`config.mk`:
```
export PLATFORM = sky130hd
export DESIGN_NAME = smtp_dot_stuffer_unit
export DESIGN_NICKNAME = d
export VERILOG_FILES = /design/src/rtl/sds_pkg.sv /design/src/rtl/sds_front.sv /design/src/rtl/sds_fifo.sv /design/src/rtl/sds_back.sv /design/src/rtl/smtp_dot_stuffer_unit.sv
export VERILOG_INCLUDE_DIRS = /design/src /design/src/rtl
export SDC_FILE = /design/constraint.sdc
export NUM_CORES = 1
export LEC_CHECK = 0
export BUFFER_PORTS_ARGS = -buffer_cell sky130_fd_sc_hd__clkbuf_2
export CORE_MARGIN = 2
export CORE_UTILIZATION = 37
export CTS_BUF_LIST = sky130_fd_sc_hd__clkbuf_8 sky130_fd_sc_hd__clkbuf_16
export CTS_CLUSTER_SIZE = 12
export DETAILED_ROUTE_END_ITERATION = 10
export GPL_ROUTABILITY_DRIVEN = 0
export HOLD_SLACK_MARGIN = 0.05
export PLACE_DENSITY_LB_ADDON = 0.25
export SKIP_CTS_REPAIR_TIMING = 1
export SYNTH_ARGS = -nofsm -noshare
export SYNTH_HDL_FRONTEND = slang
export SYNTH_SLANG_ARGS = --single-unit
```
`constraint.sdc`:
```
create_clock -name i_clk -period 4.2 [get_ports i_clk]
set_input_delay 0.84 -clock i_clk [delete_from_list [all_inputs] [get_ports i_clk]]
set_output_delay 0.84 -clock i_clk [all_outputs]
set_load 0.02 [all_outputs]
```
`src/rtl/smtp_dot_stuffer_unit_defines.svh`:
```
// Assertion macros for the SMTP dot stuffer unit.
// Used by the top level; needs nothing else.
`ifndef SMTP_DOT_STUFFER_UNIT_DEFINES_SVH
`define SMTP_DOT_STUFFER_UNIT_DEFINES_SVH

// Check that cons holds in the same cycle as ante, outside reset
`define SDS_ASSERT_SAME(label, clk, rst_n, ante, cons, msg) \
    label: assert property (@(posedge clk) disable iff (!rst_n) (ante) |-> (cons)) \
        else $error(msg);

// Check that cons holds in the cycle after ante, outside reset
`define SDS_ASSERT_NEXT(label, clk, rst_n, ante, cons, msg) \
    label: assert property (@(posedge clk) disable iff (!rst_n) (ante) |=> (cons)) \
        else $error(msg);

`endif

```
`src/rtl/sds_pkg.sv`:
```
// Shared types, character constants and expansion tables of the dot stuffer.
// No dependencies; used by every module of the unit.
package sds_pkg;

    localparam logic [7:0] CH_DOT = 8'h2E;
    localparam logic [7:0] CH_CR  = 8'h0D;
    localparam logic [7:0] CH_LF  = 8'h0A;

    // Output pattern of one accepted item
    typedef enum logic [2:0] {
        K_BYTE = 3'd0,  // the byte itself
        K_DOT2 = 3'd1,  // dot doubled at line start
        K_CRB  = 3'd2,  // released CR, then the byte
        K_CR   = 3'd3,  // released CR only
        K_CRLF = 3'd4,  // line ending
        K_END  = 3'd5,  // terminator only
        K_ENDL = 3'd6   // line ending, then terminator
    } t_kind;

    typedef struct packed {
        t_kind      kind;
        logic [7:0] data;
    } t_cmd;

    typedef struct packed {
        logic full;
        logic empty;
    } t_fifo_stat;

    // Index of the last byte a command expands into
    function automatic logic [2:0] kind_last(input t_kind kind);
        logic [2:0] res;
        case (kind)
            K_BYTE:  res = 3'd0;
            K_DOT2:  res = 3'd1;
            K_CRB:   res = 3'd1;
            K_CR:    res = 3'd0;
            K_CRLF:  res = 3'd1;
            K_END:   res = 3'd2;
            K_ENDL:  res = 3'd4;
            default: res = 3'd0;
        endcase
        return res;
    endfunction

    // Byte at position idx of a command's expansion
    function automatic logic [7:0] kind_byte(input t_kind kind, input logic [2:0] idx,
                                             input logic [7:0] data);
        logic [7:0] res;
        res = data;
        case (kind)
            K_BYTE:  res = data;
            K_DOT2:  res = (idx == 3'd0) ? CH_DOT : data;
            K_CRB:   res = (idx == 3'd0) ? CH_CR : data;
            K_CR:    res = CH_CR;
            K_CRLF:  res = (idx == 3'd0) ? CH_CR : CH_LF;
            K_END: begin
                case (idx)
                    3'd0:    res = CH_DOT;
                    3'd1:    res = CH_CR;
                    default: res = CH_LF;
                endcase
            end
            K_ENDL: begin
                case (idx)
                    3'd0:    res = CH_CR;
                    3'd1:    res = CH_LF;
                    3'd2:    res = CH_DOT;
                    3'd3:    res = CH_CR;
                    default: res = CH_LF;
                endcase
            end
            default: res = data;
        endcase
        return res;
    endfunction

endpackage

```
`src/rtl/sds_front.sv`:
```
// Front end: accepts input beats, tracks line state, emits expansion commands.
// Depends on sds_pkg.
module sds_front (
    input  logic          i_clk,
    input  logic          i_rst_n,
    input  logic          i_valid,
    input  logic          i_op,
    input  logic [7:0]    i_data,
    input  logic          i_room,
    output logic          o_ready,
    output logic          o_push,
    output sds_pkg::t_cmd o_cmd
);
    import sds_pkg::*;

    logic r_at_start, n_at_start;
    logic r_held_cr, n_held_cr;
    logic accept;
    logic has_out;
    t_kind kind;

    assign o_ready = i_room;
    assign accept  = i_valid && i_room;

    // Classify the beat and compute the next line state
    always_comb begin
        kind       = K_BYTE;
        has_out    = 1'b1;
        n_at_start = r_at_start;
        n_held_cr  = r_held_cr;
        if (i_op) begin
            kind       = (r_held_cr || !r_at_start) ? K_ENDL : K_END;
            n_at_start = 1'b1;
            n_held_cr  = 1'b0;
        end else if (i_data == CH_LF) begin
            kind       = K_CRLF;
            n_at_start = 1'b1;
            n_held_cr  = 1'b0;
        end else if (i_data == CH_CR) begin
            kind       = K_CR;
            has_out    = r_held_cr;
            n_held_cr  = 1'b1;
            n_at_start = 1'b0;
        end else begin
            if (r_held_cr) begin
                kind = K_CRB;
            end else if (r_at_start && i_data == CH_DOT) begin
                kind = K_DOT2;
            end else begin
                kind = K_BYTE;
            end
            n_held_cr  = 1'b0;
            n_at_start = 1'b0;
        end
    end

    assign o_push     = accept && has_out;
    assign o_cmd.kind = kind;
    assign o_cmd.data = i_data;

    // Advance line state on each accepted beat
    always_ff @(posedge i_clk) begin
        if (!i_rst_n) begin
            r_at_start <= 1'b1;
            r_held_cr  <= 1'b0;
        end else if (accept) begin
            r_at_start <= n_at_start;
            r_held_cr  <= n_held_cr;
        end
    end

endmodule

```
`src/rtl/sds_fifo.sv`:
```
// Short command queue between front and back end.
// Depends on sds_pkg.
module sds_fifo #(
    parameter int DEPTH = 4
) (
    input  logic                i_clk,
    input  logic                i_rst_n,
    input  logic                i_push,
    input  sds_pkg::t_cmd       i_cmd,
    input  logic                i_pop,
    output sds_pkg::t_cmd       o_cmd,
    output sds_pkg::t_fifo_stat o_stat
);
    import sds_pkg::*;

    localparam int PTR_W = (DEPTH > 1) ? $clog2(DEPTH) : 1;
    localparam int CNT_W = $clog2(DEPTH + 1);
    localparam logic [PTR_W-1:0] PTR_MAX = PTR_W'(DEPTH - 1);
    localparam logic [CNT_W-1:0] CNT_FULL = CNT_W'(DEPTH);

    t_cmd r_mem [DEPTH];
    logic [PTR_W-1:0] r_wr_ptr;
    logic [PTR_W-1:0] r_rd_ptr;
    logic [CNT_W-1:0] r_count;
    logic do_push;
    logic do_pop;

    assign o_stat.full  = (r_count == CNT_FULL);
    assign o_stat.empty = (r_count == '0);
    assign do_push = i_push && !o_stat.full;
    assign do_pop  = i_pop && !o_stat.empty;
    assign o_cmd   = r_mem[r_rd_ptr];

    // Store pushed commands
    always_ff @(posedge i_clk) begin
        if (do_push) begin
            r_mem[r_wr_ptr] <= i_cmd;
        end
    end

    // Advance pointers and count
    always_ff @(posedge i_clk) begin
        if (!i_rst_n) begin
            r_wr_ptr <= '0;
            r_rd_ptr <= '0;
            r_count  <= '0;
        end else begin
            if (do_push) begin
                r_wr_ptr <= (r_wr_ptr == PTR_MAX) ? '0 : r_wr_ptr + 1'b1;
            end
            if (do_pop) begin
                r_rd_ptr <= (r_rd_ptr == PTR_MAX) ? '0 : r_rd_ptr + 1'b1;
            end
            case ({do_push, do_pop})
                2'b10:   r_count <= r_count + 1'b1;
                2'b01:   r_count <= r_count - 1'b1;
                default: r_count <= r_count;
            endcase
        end
    end

endmodule

```
`src/rtl/sds_back.sv`:
```
// Back end: expands queued commands into output bytes, one beat per cycle while commands are queued and
// the receiver is ready. Depends on sds_pkg.
module sds_back (
    input  logic          i_clk,
    input  logic          i_rst_n,
    input  logic          i_avail,
    input  sds_pkg::t_cmd i_cmd,
    output logic          o_pop,
    output logic          o_valid,
    input  logic          i_ready,
    output logic [7:0]    o_data,
    output logic          o_last,
    output logic          o_done
);
    import sds_pkg::*;

    logic [2:0] r_idx;
    logic       r_valid;
    logic [7:0] r_data;
    logic       r_last;
    logic       r_done;
    logic       load;
    logic       at_last;

    assign load    = !r_valid || i_ready;
    assign at_last = (r_idx == kind_last(i_cmd.kind));
    assign o_pop   = load && i_avail && at_last;

    // Walk the head command; hold the output register while stalled
    always_ff @(posedge i_clk) begin
        if (!i_rst_n) begin
            r_idx   <= '0;
            r_valid <= 1'b0;
        end else if (load) begin
            r_valid <= i_avail;
            if (i_avail) begin
                r_idx <= at_last ? 3'd0 : r_idx + 3'd1;
            end
        end
    end

    // Output payload
    always_ff @(posedge i_clk) begin
        if (load && i_avail) begin
            r_data <= kind_byte(i_cmd.kind, r_idx, i_cmd.data);
            r_last <= at_last;
            r_done <= at_last && (i_cmd.kind == K_END || i_cmd.kind == K_ENDL);
        end
    end

    assign o_valid = r_valid;
    assign o_data  = r_data;
    assign o_last  = r_last;
    assign o_done  = r_done;

endmodule

```
`src/rtl/smtp_dot_stuffer_unit.sv`:
```
// Top level of the SMTP dot stuffer; depends on sds_pkg, sds_front, sds_fifo and sds_back.
// The first byte of an accepted beat is written to the command queue, then registered in the back
// end's output register, where the receiver can take it.
// Throughput: one input beat per cycle; one output beat per cycle while the receiver is ready. Each
// byte of an expansion (up to five for an end of message) takes its own output beat; the input stalls
// only while the FIFO_DEPTH-entry queue is full. Reset: line start, no CR held, queue empty.
module smtp_dot_stuffer_unit #(
    parameter int FIFO_DEPTH = 4
) (
    input  logic       i_clk,
    input  logic       i_rst_n,
    input  logic       i_s_tvalid,
    output logic       o_s_tready,
    input  logic [7:0] i_s_tdata,   // [7:0] data_byte
    input  logic       i_s_tuser,   // [0] op (1 = end of message)
    output logic       o_m_tvalid,
    input  logic       i_m_tready,
    output logic [7:0] o_m_tdata,   // [7:0] out_byte
    output logic       o_m_tlast,   // run_last
    output logic       o_m_tuser    // [0] message_done
);
    import sds_pkg::*;

`include "smtp_dot_stuffer_unit_defines.svh"

    t_cmd       push_cmd;
    t_cmd       head_cmd;
    t_fifo_stat fifo_stat;
    logic       push;
    logic       pop;

    // Classify input beats
    sds_front u_front (
        .i_clk   (i_clk),
        .i_rst_n (i_rst_n),
        .i_valid (i_s_tvalid),
        .i_op    (i_s_tuser),
        .i_data  (i_s_tdata),
        .i_room  (!fifo_stat.full),
        .o_ready (o_s_tready),
        .o_push  (push),
        .o_cmd   (push_cmd)
    );

    // Queue commands
    sds_fifo #(
        .DEPTH (FIFO_DEPTH)
    ) u_fifo (
        .i_clk   (i_clk),
        .i_rst_n (i_rst_n),
        .i_push  (push),
        .i_cmd   (push_cmd),
        .i_pop   (pop),
        .o_cmd   (head_cmd),
        .o_stat  (fifo_stat)
    );

    // Expand commands into output beats
    sds_back u_back (
        .i_clk   (i_clk),
        .i_rst_n (i_rst_n),
        .i_avail (!fifo_stat.empty),
        .i_cmd   (head_cmd),
        .o_pop   (pop),
        .o_valid (o_m_tvalid),
        .i_ready (i_m_tready),
        .o_data  (o_m_tdata),
        .o_last  (o_m_tlast),
        .o_done  (o_m_tuser)
    );

    `SDS_ASSERT_SAME(a_done_is_last_lf, i_clk, i_rst_n, o_m_tvalid && o_m_tuser, o_m_tlast && (o_m_tdata == CH_LF), "message done on a beat other than the final LF")
    `SDS_ASSERT_SAME(a_queue_sane, i_clk, i_rst_n, 1'b1, !(fifo_stat.full && fifo_stat.empty), "queue full and empty at once")
    `SDS_ASSERT_NEXT(a_push_fills, i_clk, i_rst_n, push && !pop, !fifo_stat.empty, "queue empty after a push")

endmodule

```
==> results of run 1 <==
-- final timing paths --
| check | startpoint | endpoint | depth (start not counted) |
|---|---|---|---|
| setup / recovery | flop | u_fifo.r_count[2]$_SDFFE_PN0P_ | 10 |
| hold / removal | u_back.o_valid$_SDFFE_PN0N_ | u_back.o_valid$_SDFFE_PN0N_ | 2 |
| setup reg to reg | flop | u_fifo.r_count[2]$_SDFFE_PN0P_ | 10 |
| hold reg to reg | u_back.o_valid$_SDFFE_PN0N_ | u_back.o_valid$_SDFFE_PN0N_ | 2 |
-- area by class of cell --
| type | instances | area share, % |
|---|---|---|
| Sequential cell | 69 | 52.1 |
| Multi-Input combinational cell | 153 | 33.8 |
| Timing Repair Buffer | 26 | 3.66 |
| Tap cell | 108 | 3.66 |
| Clock buffer | 9 | 3.36 |
| Clock inverter | 7 | 2.20 |
| Inverter | 12 | 1.22 |
-- power groups by stage --
stage          logic [mW]  registers, mW  clock network (mW)
2_1_floorplan       0.606           1.04                   0
3_3_place_gp        0.843          0.993                   0
3_5_place_dp        0.850          0.996                   0
4_1_cts             0.856          0.981               0.566
5_1_grt             0.946          0.995               0.601
6_report            0.841          0.977               0.548
-- worst reg2reg max path, delay by kind of cell (launching register included) --
kind,cells,cell delay (ns)
buffers and inverters,1,0.07
AND/OR/NAND/NOR,2,0.82
multiplexers,1,0.74
XOR/XNOR,1,0.15
flip-flops,1,0.57
adder cells (fa/ha/maj),2,0.63
AO/OA/AOI/OAI,3,0.59
-- routing by layer --
layer | vias up | wire length (um) | GRT usage, %
met4 | 0 | 64 | 4.81
met2 | 35 | 2710 | 20.1
met1 | 960 | 2610 | 16.4
li1 | 973 | - | -
met5 | - | 0 | 0
met3 | 4 | 179 | 3.87
-- registers in the layout, indices dropped and copies added, names as in the netlist, 2 cells and up, named ones only --
name	cells
u_back.o_data	8
u_back.r_idx	3
u_fifo.r_count	3
u_fifo.r_mem	44
u_fifo.r_rd_ptr	2
u_fifo.r_wr_ptr	2
-- through the flow --
step	instance area, um^2	setup slack [ns]
3_3_place_gp	3480	0.698
2_1_floorplan	3270	1.06
3_5_place_dp	3480	0.588
5_1_grt	3690	0.284
4_1_cts	3690	0.528
6_report	3690	0.572
-- synth_stat cells, drive strengths merged --
cell,count,share of area (%)
nor4,2,0.57
or3,2,0.38
nor4bb,1,0.31
o21ba,1,0.31
or3b,2,0.54
nor3b,4,0.92
nor2b,10,1.9
nor2,8,0.92
buf,5,1.1
a211oi,1,0.23
nand4,1,0.19
mux2i,4,1.2
xor2,1,0.27
a21boi,2,0.46
nand4b,2,0.54
a21oi,10,1.6
and4,1,0.27
nand3b,1,0.23
o21ai,15,2.3
nand2b,4,0.76
or2,1,0.19
xnor2,1,0.27
fa,1,0.61
o22ai,2,0.38
nand2,16,1.9
nand3,10,1.5
and2,11,2.1
clkbuf,6,0.69
ha,11,4.2
maj3,1,0.31
nor4b,3,1.3
o31ai,1,0.23
o211a,1,0.31
a22o,1,0.27
o211ai,3,0.69
a21o,1,0.23
and4b,2,0.61
or4b,1,0.31
inv,12,1.4
dfxtp,15,9.2
mux4,11,8.1
edfxtp,54,50
nor3,2,0.31
and3b,1,0.27
-- kinds of logic after synthesis --
logic type / Yosys count / share of synthesized area [%]
xor+xnor: 2 / 0.535
buf+inv: 23 / 3.21
compound gates: 38 / 7.03
simple gates: 85 / 16.0
fa+ha+maj: 13 / 5.12
mux: 15 / 9.37
flops: 69 / 58.7
==> metrics.yaml, run 1 <==
outcome:
  status: "finished, final reports clean"
logic_synthesis:
  ys_warn_count: 0
  synth_nets: 270
  avgSynthCellArea_um2: 13.4
  synth_area_um2: 3270
  synth_cell_types: 52
  synth_cells: 245
  yosysSeqAreaShare_pct: 58.7
  synth.ff_latch_count: 69
finish:
  fin_nets: 296
  diodes: 0
  final_cell_count_no_fill: 384
  multi_input_area_um2: 1250
  final_cell_mix: "edfxtp_1, clkbuf_2, nand2_1, dfxtp_1, inv_1"
  final_layout_size_suffix_gt1_share_pct: 19.9
  final_util_pct: 42.7
  layout_commonest_cell: "edfxtp_1"
  seqCellArea_um2: 1920
  area_growth_pct: 12.7
  nFillCells: 817
clock_network:
  cts-buffers-inserted: 9
  clock_latency_ns: 0.34
  cts_tree: "yes"
  root_buffer: "clkbuf_8"
  clkSinkCount: 69
  h-tree-depth: 3
  clock_path_buffers: 2
  clk_pin_slew_ns: 0.08
global_route:
  antenna_found_initial: 0
  grt_pass1_vias: 1888
  grt_max_degree: 24
  track_usage_pct: 12.7
  grt_pass1_wl_um: 9440
  grt-ovfl-total: 0
power:
  p_seq_share_pct: 41.3
  power-per-cell-area_nw_per_um2: 641
  p_leak_nw: 1.32
  sw_frac_of_total_pct: 35.4
  power.internal_mw: 1.53
  pwr-share-clk_pct: 23.2
  p_comb_share_pct: 35.5
  vdd_drop_max_mv: 0.241
  power.total_mw: 2.37
  p_sw_mw: 0.838
die:
  fp.dieArea_um2: 9610
  chipWidth_um: 98.1
  initial_core_util_pct: 37.9
  row_count: 34
  pin_count: 25
  die_h_um: 98.1
  core_um2: 8640
timing:
  layout_min_cycle_time_ns: 3.63
  min_period_over_period_pct: 86.4
  rsz0062_at_grt: "false"
  fmax_mhz: 276
  setup_viol: 0
  worst_pin_slew_ns: 0.604
  finalSetupTns_ns: 0
  final_max_slew_viol_count: 0
  skew_ns: 0.0112
  hold_ws_ns: 0.484
  relSlewSlack_pct: 59.7
  hold_viol: 0
critical_path:
  ff2ff_setup_slack_ns: 0.57
  critical_path_class: "reg -> reg"
  critPathTopFamily: "simple AND/OR/NAND/NOR gates"
  path_max_fanout: 21
  cpMaxStageDelayCell: "mux4_2"
  critPathArrivalTime_ns: 3.90
  worstPathRequired_ns: 4.47
  cp_slowest_stage_delay_ns: 0.74
  path_buf_inv: 1
  worstPathCellList: "mux4_2 > or4b_1 > o211a_2 > a21oi_2 > ha_1 > inv_1 > fa_1 > xor2_1 > or3_1 > a21boi_0"
  critical_path.endpoint_type: "flop"
  start_kind: "flop"
placement:
  dp.final_hpwl_um: 3870
  post-place-cells: 368
  port_buffers: 24
routing:
  routed_wl_um: 5560
  avgRoutedWirePerCell_um: 14.5
  dr.pass1.iters: 4
  vias_per_cell: 5.14
  vias: 1972
  drc: 0
  drtIter0Drc: 90
  ant_nets: 0
run:
  cap_violations: 0
hold_path:
  min_path_type: "reg -> reg"
Note: power is estimated with default switching activity, not from simulation.
==> run 2, diff against run 1 <==
--- a/config.mk
+++ b/config.mk
@@ -15,6 +15,7 @@
 export GPL_ROUTABILITY_DRIVEN = 0
 export HOLD_SLACK_MARGIN = 0.05
 export PLACE_DENSITY_LB_ADDON = 0.25
+export RECOVER_POWER = 100
 export SKIP_CTS_REPAIR_TIMING = 1
 export SYNTH_ARGS = -nofsm -noshare
 export SYNTH_HDL_FRONTEND = slang
==> run 2 against run 1 <==
Effect of this change:
- global-route usage stayed put
- critical endpoint unchanged
- clock skew decreased by 0.0015 ns
- highest routed layer unchanged
- sequential cell count is the same
- largest power group unchanged
- fmax rose by 0.24%
==> metrics.yaml, run 2 (synthesized netlist as in run 1, its figures left out) <==
clock_network:
  clkSinkCount: 69  # unchanged
  clock_path_buffers: 2  # unchanged
  root_buffer: "clkbuf_8"  # unchanged
  h-tree-depth: 3  # unchanged
  cts-buffers-inserted: 9  # unchanged
  clk_pin_slew_ns: 0.08  # about the same
  cts_tree: "yes"  # unchanged
  clock_latency_ns: 0.34  # about the same
hold_path:
  worstHoldPathCells: 2  # unchanged
  hold_start: "u_back.o_valid$_SDFFE_PN0N_"  # unchanged
  min_path_type: "reg -> reg"  # unchanged
  min_to: "u_back.o_valid$_SDFFE_PN0N_"  # unchanged
routing:
  vias: 1959  # was 1972
  routed_wl_um: 5580  # was 5560 um
  avgRoutedWirePerCell_um: 14.5  # about the same
  drtIter0Drc: 85  # was 90
  dr.pass1.iters: 4  # unchanged
  ant_nets: 0  # unchanged
  vias_per_cell: 5.10  # was 5.14
  drc: 0  # unchanged
placement:
  dp.final_hpwl_um: 3870  # unchanged
  port_buffers: 24  # unchanged
  dpl_cell_area_um2: 3480  # unchanged
critical_path:
  worstPathCellList: "mux4_2 > or4b_1 > o211a_2 > a21oi_2 > ha_1 > inv_1 > fa_1 > xor2_1 > or3_1 > a21boi_0"  # unchanged
  r2r_cells: 10  # unchanged
  cpMaxStageDelayCell: "mux4_2"  # unchanged
  cp_slowest_stage_delay_ns: 0.74  # about the same
  path_max_fanout: 21  # unchanged
  ff2ff_setup_slack_ns: 0.58  # was 0.57 ns
  start_kind: "flop"  # unchanged
  reg2reg_to: "u_fifo.r_count[2]$_SDFFE_PN0P_"  # unchanged
  worstPathRequired_ns: 4.47  # about the same
  critical_path_class: "reg -> reg"  # unchanged
  critical_path.endpoint_type: "flop"  # unchanged
  critPathArrivalTime_ns: 3.89  # was 3.90 ns
die:
  initial_core_util_pct: 37.9  # unchanged
  fp.dieArea_um2: 9610  # unchanged
  row_count: 34  # unchanged
  chipWidth_um: 98.1  # unchanged
  die_h_um: 98.1  # unchanged
  pin_count: 25  # unchanged
  core_um2: 8640  # unchanged
finish:
  final_cell_mix: "edfxtp_1, clkbuf_1, nand2_1, dfxtp_1"  # was edfxtp_1, clkbuf_2, nand2_1, dfxtp_1, inv_1
  final_layout_size_suffix_gt1_share_pct: 11.6  # was 19.9%
  top_register: "u_fifo.r_mem"  # unchanged
  area_growth_pct: 11.7  # was 12.7%
  diodes: 0  # unchanged
  stdcell_area_um2: 3660  # was 3690 um^2
  layout_commonest_cell: "edfxtp_1"  # unchanged
  fin_nets: 296  # unchanged
  largest_register_ffs: 44  # unchanged
global_route:
  grt_pass1_wl_um: 9440  # unchanged
  track_usage_pct: 12.7  # unchanged
  grt-ovfl-total: 0  # unchanged
  grt_pass1_vias: 1888  # unchanged
  grt_max_degree: 24  # unchanged
  antenna_found_initial: 0  # unchanged
timing:
  min_period_over_period_pct: 86.2  # was 86.4%
  hold_viol: 0  # unchanged
  layout_min_cycle_time_ns: 3.62  # was 3.63 ns
  fmax_mhz: 276  # about the same
  rsz0062_at_grt: "false"  # unchanged
  skew_ns: 0.00966  # was 0.0112 ns
  relSlewSlack_pct: 41.7  # was 59.7%
  setup_viol: 0  # unchanged
  worst_pin_slew_ns: 0.875  # was 0.604 ns
  final_max_slew_viol_count: 0  # unchanged
  finalSetupTns_ns: 0  # unchanged
power:
  vdd_drop_max_mv: 0.240  # was 0.241 mV
  p_leak_nw: 1.25  # was 1.32 nW
  power-per-cell-area_nw_per_um2: 641  # about the same
run:
  cap_violations: 0  # unchanged
outcome:
  status: "finished, final reports clean"  # unchanged
## run 2: cell counts in the layout (fill, tap and decap cells not counted)
No cell type changed its count.
## run 2: layer usage
layer / track usage, % / share of wire (%) / vias to the layer above
met5: 0 / 0 / -
li1: - / - / 971
met3: 3.87 / 3.4 / 2
met4: 4.81 / 0.77 / 0
met2: 20.1 / 49 / 32
met1: 16.4 / 47 / 954
## run 2: worst max-delay path by stage
stage / from / endpoint / slack, ns / cells past startpoint
6_report: flop / u_fifo.r_count[2]$_SDFFE_PN0P_ / 0.58 / 10
4_1_cts: flop / u_fifo.r_count[2]$_SDFFE_PN0P_ / 0.53 / 10
2_1_floorplan: flop / u_fifo.r_count[2]$_SDFFE_PN0P_ / 1.06 / 11
3_3_place_gp: flop / u_fifo.r_count[2]$_SDFFE_PN0P_ / 0.70 / 10
5_1_grt: flop / u_fifo.r_count[2]$_SDFFE_PN0P_ / 0.30 / 10
3_5_place_dp: flop / u_fifo.r_count[2]$_SDFFE_PN0P_ / 0.59 / 10
## run 2: power by group
part / total (mW) / leakage [nW] / internal, mW / switching, mW
clock network: 0.546 / 0.101 / 0.282 / 0.264
logic: 0.819 / 0.530 / 0.317 / 0.501
registers: 0.978 / 0.623 / 0.908 / 0.0694
## run 2: critical path, delay by kind of cell, from the launching register on
| kind | cells | cell delay (ns) |
|---|---|---|
| fa+ha+maj | 2 | 0.62 |
| compound gates | 3 | 0.58 |
| flops | 1 | 0.57 |
| mux | 1 | 0.74 |
| buf+inv | 1 | 0.07 |
| xor+xnor | 1 | 0.15 |
| simple gates | 2 | 0.82 |
## run 2: area by class of cell
cell class | count | area (um^2)
sequential | 69 | 1920
clock buffer | 9 | 124
clock inverter | 7 | 81.3
fill | 828 | 4980
multi-input combinational | 153 | 1240
tap | 108 | 135
timing repair buffer | 26 | 109
inverter | 12 | 45.0
## run 2: through the flow
step	std cells	power, mW	hold WS (ns)	worst slack [ns]	utilization (%)
6_report	384	2.34	0.485	0.581	42.3
5_1_grt	384	2.52	0.539	0.296	42.3
4_1_cts	384	2.40	0.488	0.528	42.7
3_5_place_dp	368	1.85	0.477	0.588	40.3
3_3_place_gp	368	1.84	0.467	0.698	40.3
2_1_floorplan	245	1.65	0.453	1.06	-
==> run 3, diff against run 2 <==
--- a/config.mk
+++ b/config.mk
@@ -6,6 +6,7 @@
 export SDC_FILE = /design/constraint.sdc
 export NUM_CORES = 1
 export LEC_CHECK = 0
+export ABC_AREA = 1
 export BUFFER_PORTS_ARGS = -buffer_cell sky130_fd_sc_hd__clkbuf_2
 export CORE_MARGIN = 2
 export CORE_UTILIZATION = 37
==> constraint.sdc (replaced) <==
create_clock -name i_clk -period 3.4 [get_ports i_clk]
set_input_delay 0.68 -clock i_clk [delete_from_list [all_inputs] [get_ports i_clk]]
set_output_delay 0.68 -clock i_clk [all_outputs]
set_load 0.02 [all_outputs]
==> run 3 against run 2 <==
Effect of this change:
- count of clock-buffer cells in the layout unchanged
- setup slack got worse by 0.061 ns
- utilization increased by 0.22 points
- critical path type unchanged
- critical endpoint unchanged
- largest power group unchanged
==> metrics.yaml, run 3 <==
outcome:
  status: "finished, final reports clean"  # unchanged
timing:
  rsz0062_at_grt: "false"  # unchanged
  setup_viol: 0  # unchanged
  hold_viol: 0  # unchanged
  final_max_slew_viol_count: 0  # unchanged
  skew_ns: 0.0108  # was 0.00966 ns
  fmax_mhz: 347  # was 276 MHz
  hold_ws_ns: 0.487  # was 0.485 ns
  layout_min_cycle_time_ns: 2.88  # was 3.62 ns
  finalSetupTns_ns: 0  # unchanged
  relSlewSlack_pct: 32.9  # was 41.7%
  worst_pin_slew_ns: 1.00  # was 0.875 ns
  min_period_over_period_pct: 84.7  # was 86.2%
routing:
  dr.pass1.iters: 4  # unchanged
  drc: 0  # unchanged
  ant_nets: 0  # unchanged
  avgRoutedWirePerCell_um: 13.6  # was 14.5 um
  vias: 2289  # was 1959
  vias_per_cell: 4.83  # was 5.10
  drtIter0Drc: 106  # was 85
  routed_wl_um: 6430  # was 5580 um
die:
  chipWidth_um: 98.7  # was 98.1 um
  core_um2: 8720  # was 8640 um^2
  pin_count: 25  # unchanged
  die_h_um: 98.7  # was 98.1 um
  row_count: 34  # unchanged
  fp.dieArea_um2: 9750  # was 9610 um^2
  initial_core_util_pct: 38.1  # was 37.9%
logic_synthesis:
  synth_edf_count: 54  # unchanged
  synthTopCellsByCount: "edfxtp_1, nor2_1, nand2_1"  # was edfxtp_1, dfxtp_1, nand2_1
  synth_top_area_cell: "edfxtp_1"  # unchanged
  synth.ff_latch_count: 69  # unchanged
  synth_flop_cell: "edfxtp_1"  # unchanged
  yosysSeqAreaShare_pct: 57.9  # was 58.7%
  avgSynthCellArea_um2: 10.3  # was 13.4 um^2
  synth_top_cell_area_share_pct: 48.8  # was 49.5%
  ys_warn_count: 0  # unchanged
  synth_cells: 323  # was 245
  synth_area_um2: 3320  # was 3270 um^2
  yosysMostFrequentCell: "edfxtp_1"  # unchanged
  synth_cell_types: 31  # was 52
  synth_area_leaders: "edfxtp_1, dfxtp_1, nor2_1"  # was edfxtp_1, dfxtp_1, ha_1
  async_reset_ff_share_pct: 0  # unchanged
  synth_nets: 348  # was 270
critical_path:
  start_kind: "flop"  # unchanged
  path_max_fanout: 23  # was 21
  worstPathRequired_ns: 3.63  # was 4.47 ns
  critPathArrivalTime_ns: 3.11  # was 3.89 ns
  ff2ff_setup_slack_ns: 0.52  # was 0.58 ns
  critical_path_class: "reg -> reg"  # unchanged
  critical_path.endpoint_type: "flop"  # unchanged
finish:
  final_util_pct: 42.6  # was 42.3%
  fin_nets: 386  # was 296
  largest_register_ffs: 44  # unchanged
  diodes: 0  # unchanged
  final_layout_size_suffix_gt1_share_pct: 12.8  # was 11.6%
  area_growth_pct: 11.8  # was 11.7%
  layout_commonest_cell: "edfxtp_1"  # unchanged
  top_register: "u_fifo.r_mem"  # unchanged
  stdcell_area_um2: 3710  # was 3660 um^2
  final_cell_mix: "edfxtp_1, nor2_1, nand2_1"  # was edfxtp_1, clkbuf_1, nand2_1, dfxtp_1
clock_network:
  clkSinkCount: 69  # unchanged
  clock_path_buffers: 2  # unchanged
  cts_tree: "yes"  # unchanged
  clock_latency_ns: 0.35  # was 0.34 ns
  root_buffer: "clkbuf_8"  # unchanged
  h-tree-depth: 3  # unchanged
  cts-buffers-inserted: 9  # unchanged
  clk_pin_slew_ns: 0.08  # about the same
placement:
  dpl_cell_area_um2: 3610  # was 3480 um^2
  port_buffers: 24  # unchanged
  dp.final_hpwl_um: 4490  # was 3870 um
run:
  cap_violations: 0  # unchanged
global_route:
  grt_max_degree: 24  # unchanged
  grt_pass1_vias: 2196  # was 1888
  grt-ovfl-total: 0  # unchanged
  track_usage_pct: 14.1  # was 12.7%
  antenna_found_initial: 0  # unchanged
  grt_pass1_wl_um: 10700  # was 9440 um
power:
  p_sw_mw: 1.16  # was 0.834 mW
  p_leak_nw: 1.44  # was 1.25 nW
  power.internal_mw: 1.72  # was 1.51 mW
  pwr-share-clk_pct: 20.7  # was 23.3%
  sw_frac_of_total_pct: 40.3  # was 35.6%
  power-per-cell-area_nw_per_um2: 776  # was 641 nW/um^2
  p_comb_share_pct: 38.4  # was 34.9%
  p_seq_share_pct: 40.8  # was 41.7%
  vdd_drop_max_mv: 0.260  # was 0.240 mV
hold_path:
  min_path_type: "reg -> reg"  # unchanged
==> run 3: cell count changes after synthesis, moves of 7 or more <==
cell     previous run  this run
a21oi_1             9        19
and2_1             11         0
inv_1              12        33
nand2_1            15        45
nand2_4             0         7
nor2_1              8        51
nor2b_1            10         0
o21ai_0             9        29
==> run 3: logic make-up (layout without fill, tap and decap cells) <==
| group | after synthesis | after routing | synth area share (%) |
|---|---|---|---|
| AO/OA/AOI/OAI | 60 | 60 | 9.65 |
| adder cells (fa/ha/maj) | 12 | 12 | 4.75 |
| buffers and inverters | 42 | 85 | 5.35 |
| flip-flops | 69 | 69 | 57.9 |
| AND/OR/NAND/NOR | 140 | 140 | 22.4 |
==> run 3: final timing paths <==
kind | start | endpoint | depth (start not counted)
worst max-delay path | flop | u_fifo.r_count[2]$_SDFFE_PN0P_ | 16
worst min-delay path | u_front.r_at_start$_SDFFE_PN1P_ | u_front.r_at_start$_SDFFE_PN1P_ | 2
worst max register to register | flop | u_fifo.r_count[2]$_SDFFE_PN0P_ | 16
worst min register to register | u_front.r_at_start$_SDFFE_PN1P_ | u_front.r_at_start$_SDFFE_PN1P_ | 2
==> run 3: cell type report <==
type | instances | area [um^2]
clock buffer | 9 | 124
clock inverter | 7 | 51.3
fill | 836 | 5010
inverter | 36 | 135
multi-input combinational | 212 | 1200
sequential | 69 | 1920
tap | 108 | 135
timing repair buffer | 33 | 144
==> run 3: through the flow <==
stage	setup slack, ns	total power [mW]	instances
after global placement	0.504	2.35	458
after detailed placement	0.522	2.36	458
after global routing	0.166	3.10	474
after floorplan	0.494	2.07	323
after CTS	0.540	2.96	474
final	0.520	2.88	474
==> run 3: per-layer routing <==
layer | up-vias | wire (um) | GRT usage (%)
met5 | - | 0 | 0
met4 | 0 | 104 | 6.32
met3 | 8 | 192 | 2.62
met2 | 35 | 3000 | 22.7
met1 | 1065 | 3130 | 18.7
li1 | 1181 | - | -
==> run 3: power by group through the flow <==
stage               registers, mW  logic [mW]  clock network, mW
floorplan                    1.29       0.780                  0
global placement             1.20        1.15                  0
detailed placement           1.20        1.17                  0
CTS                          1.18        1.17              0.613
global route                 1.19        1.25              0.648
finish                       1.18        1.11              0.597
==> run 3: worst max-delay path: stages, from the launching register on <==
cell	delay, ns
dfxtp_1	0.32
inv_2	0.32
nand2_1	0.09
nand3_1	0.13
nand2_4	0.11
inv_1	0.16
nand3_2	0.15
nand4_1	0.19
nand4_4	0.15
inv_1	0.10
ha_1	0.13
inv_1	0.06
fa_1	0.37
a21oi_1	0.14
o21ai_0	0.10
o21ai_0	0.16
a21oi_1	0.05
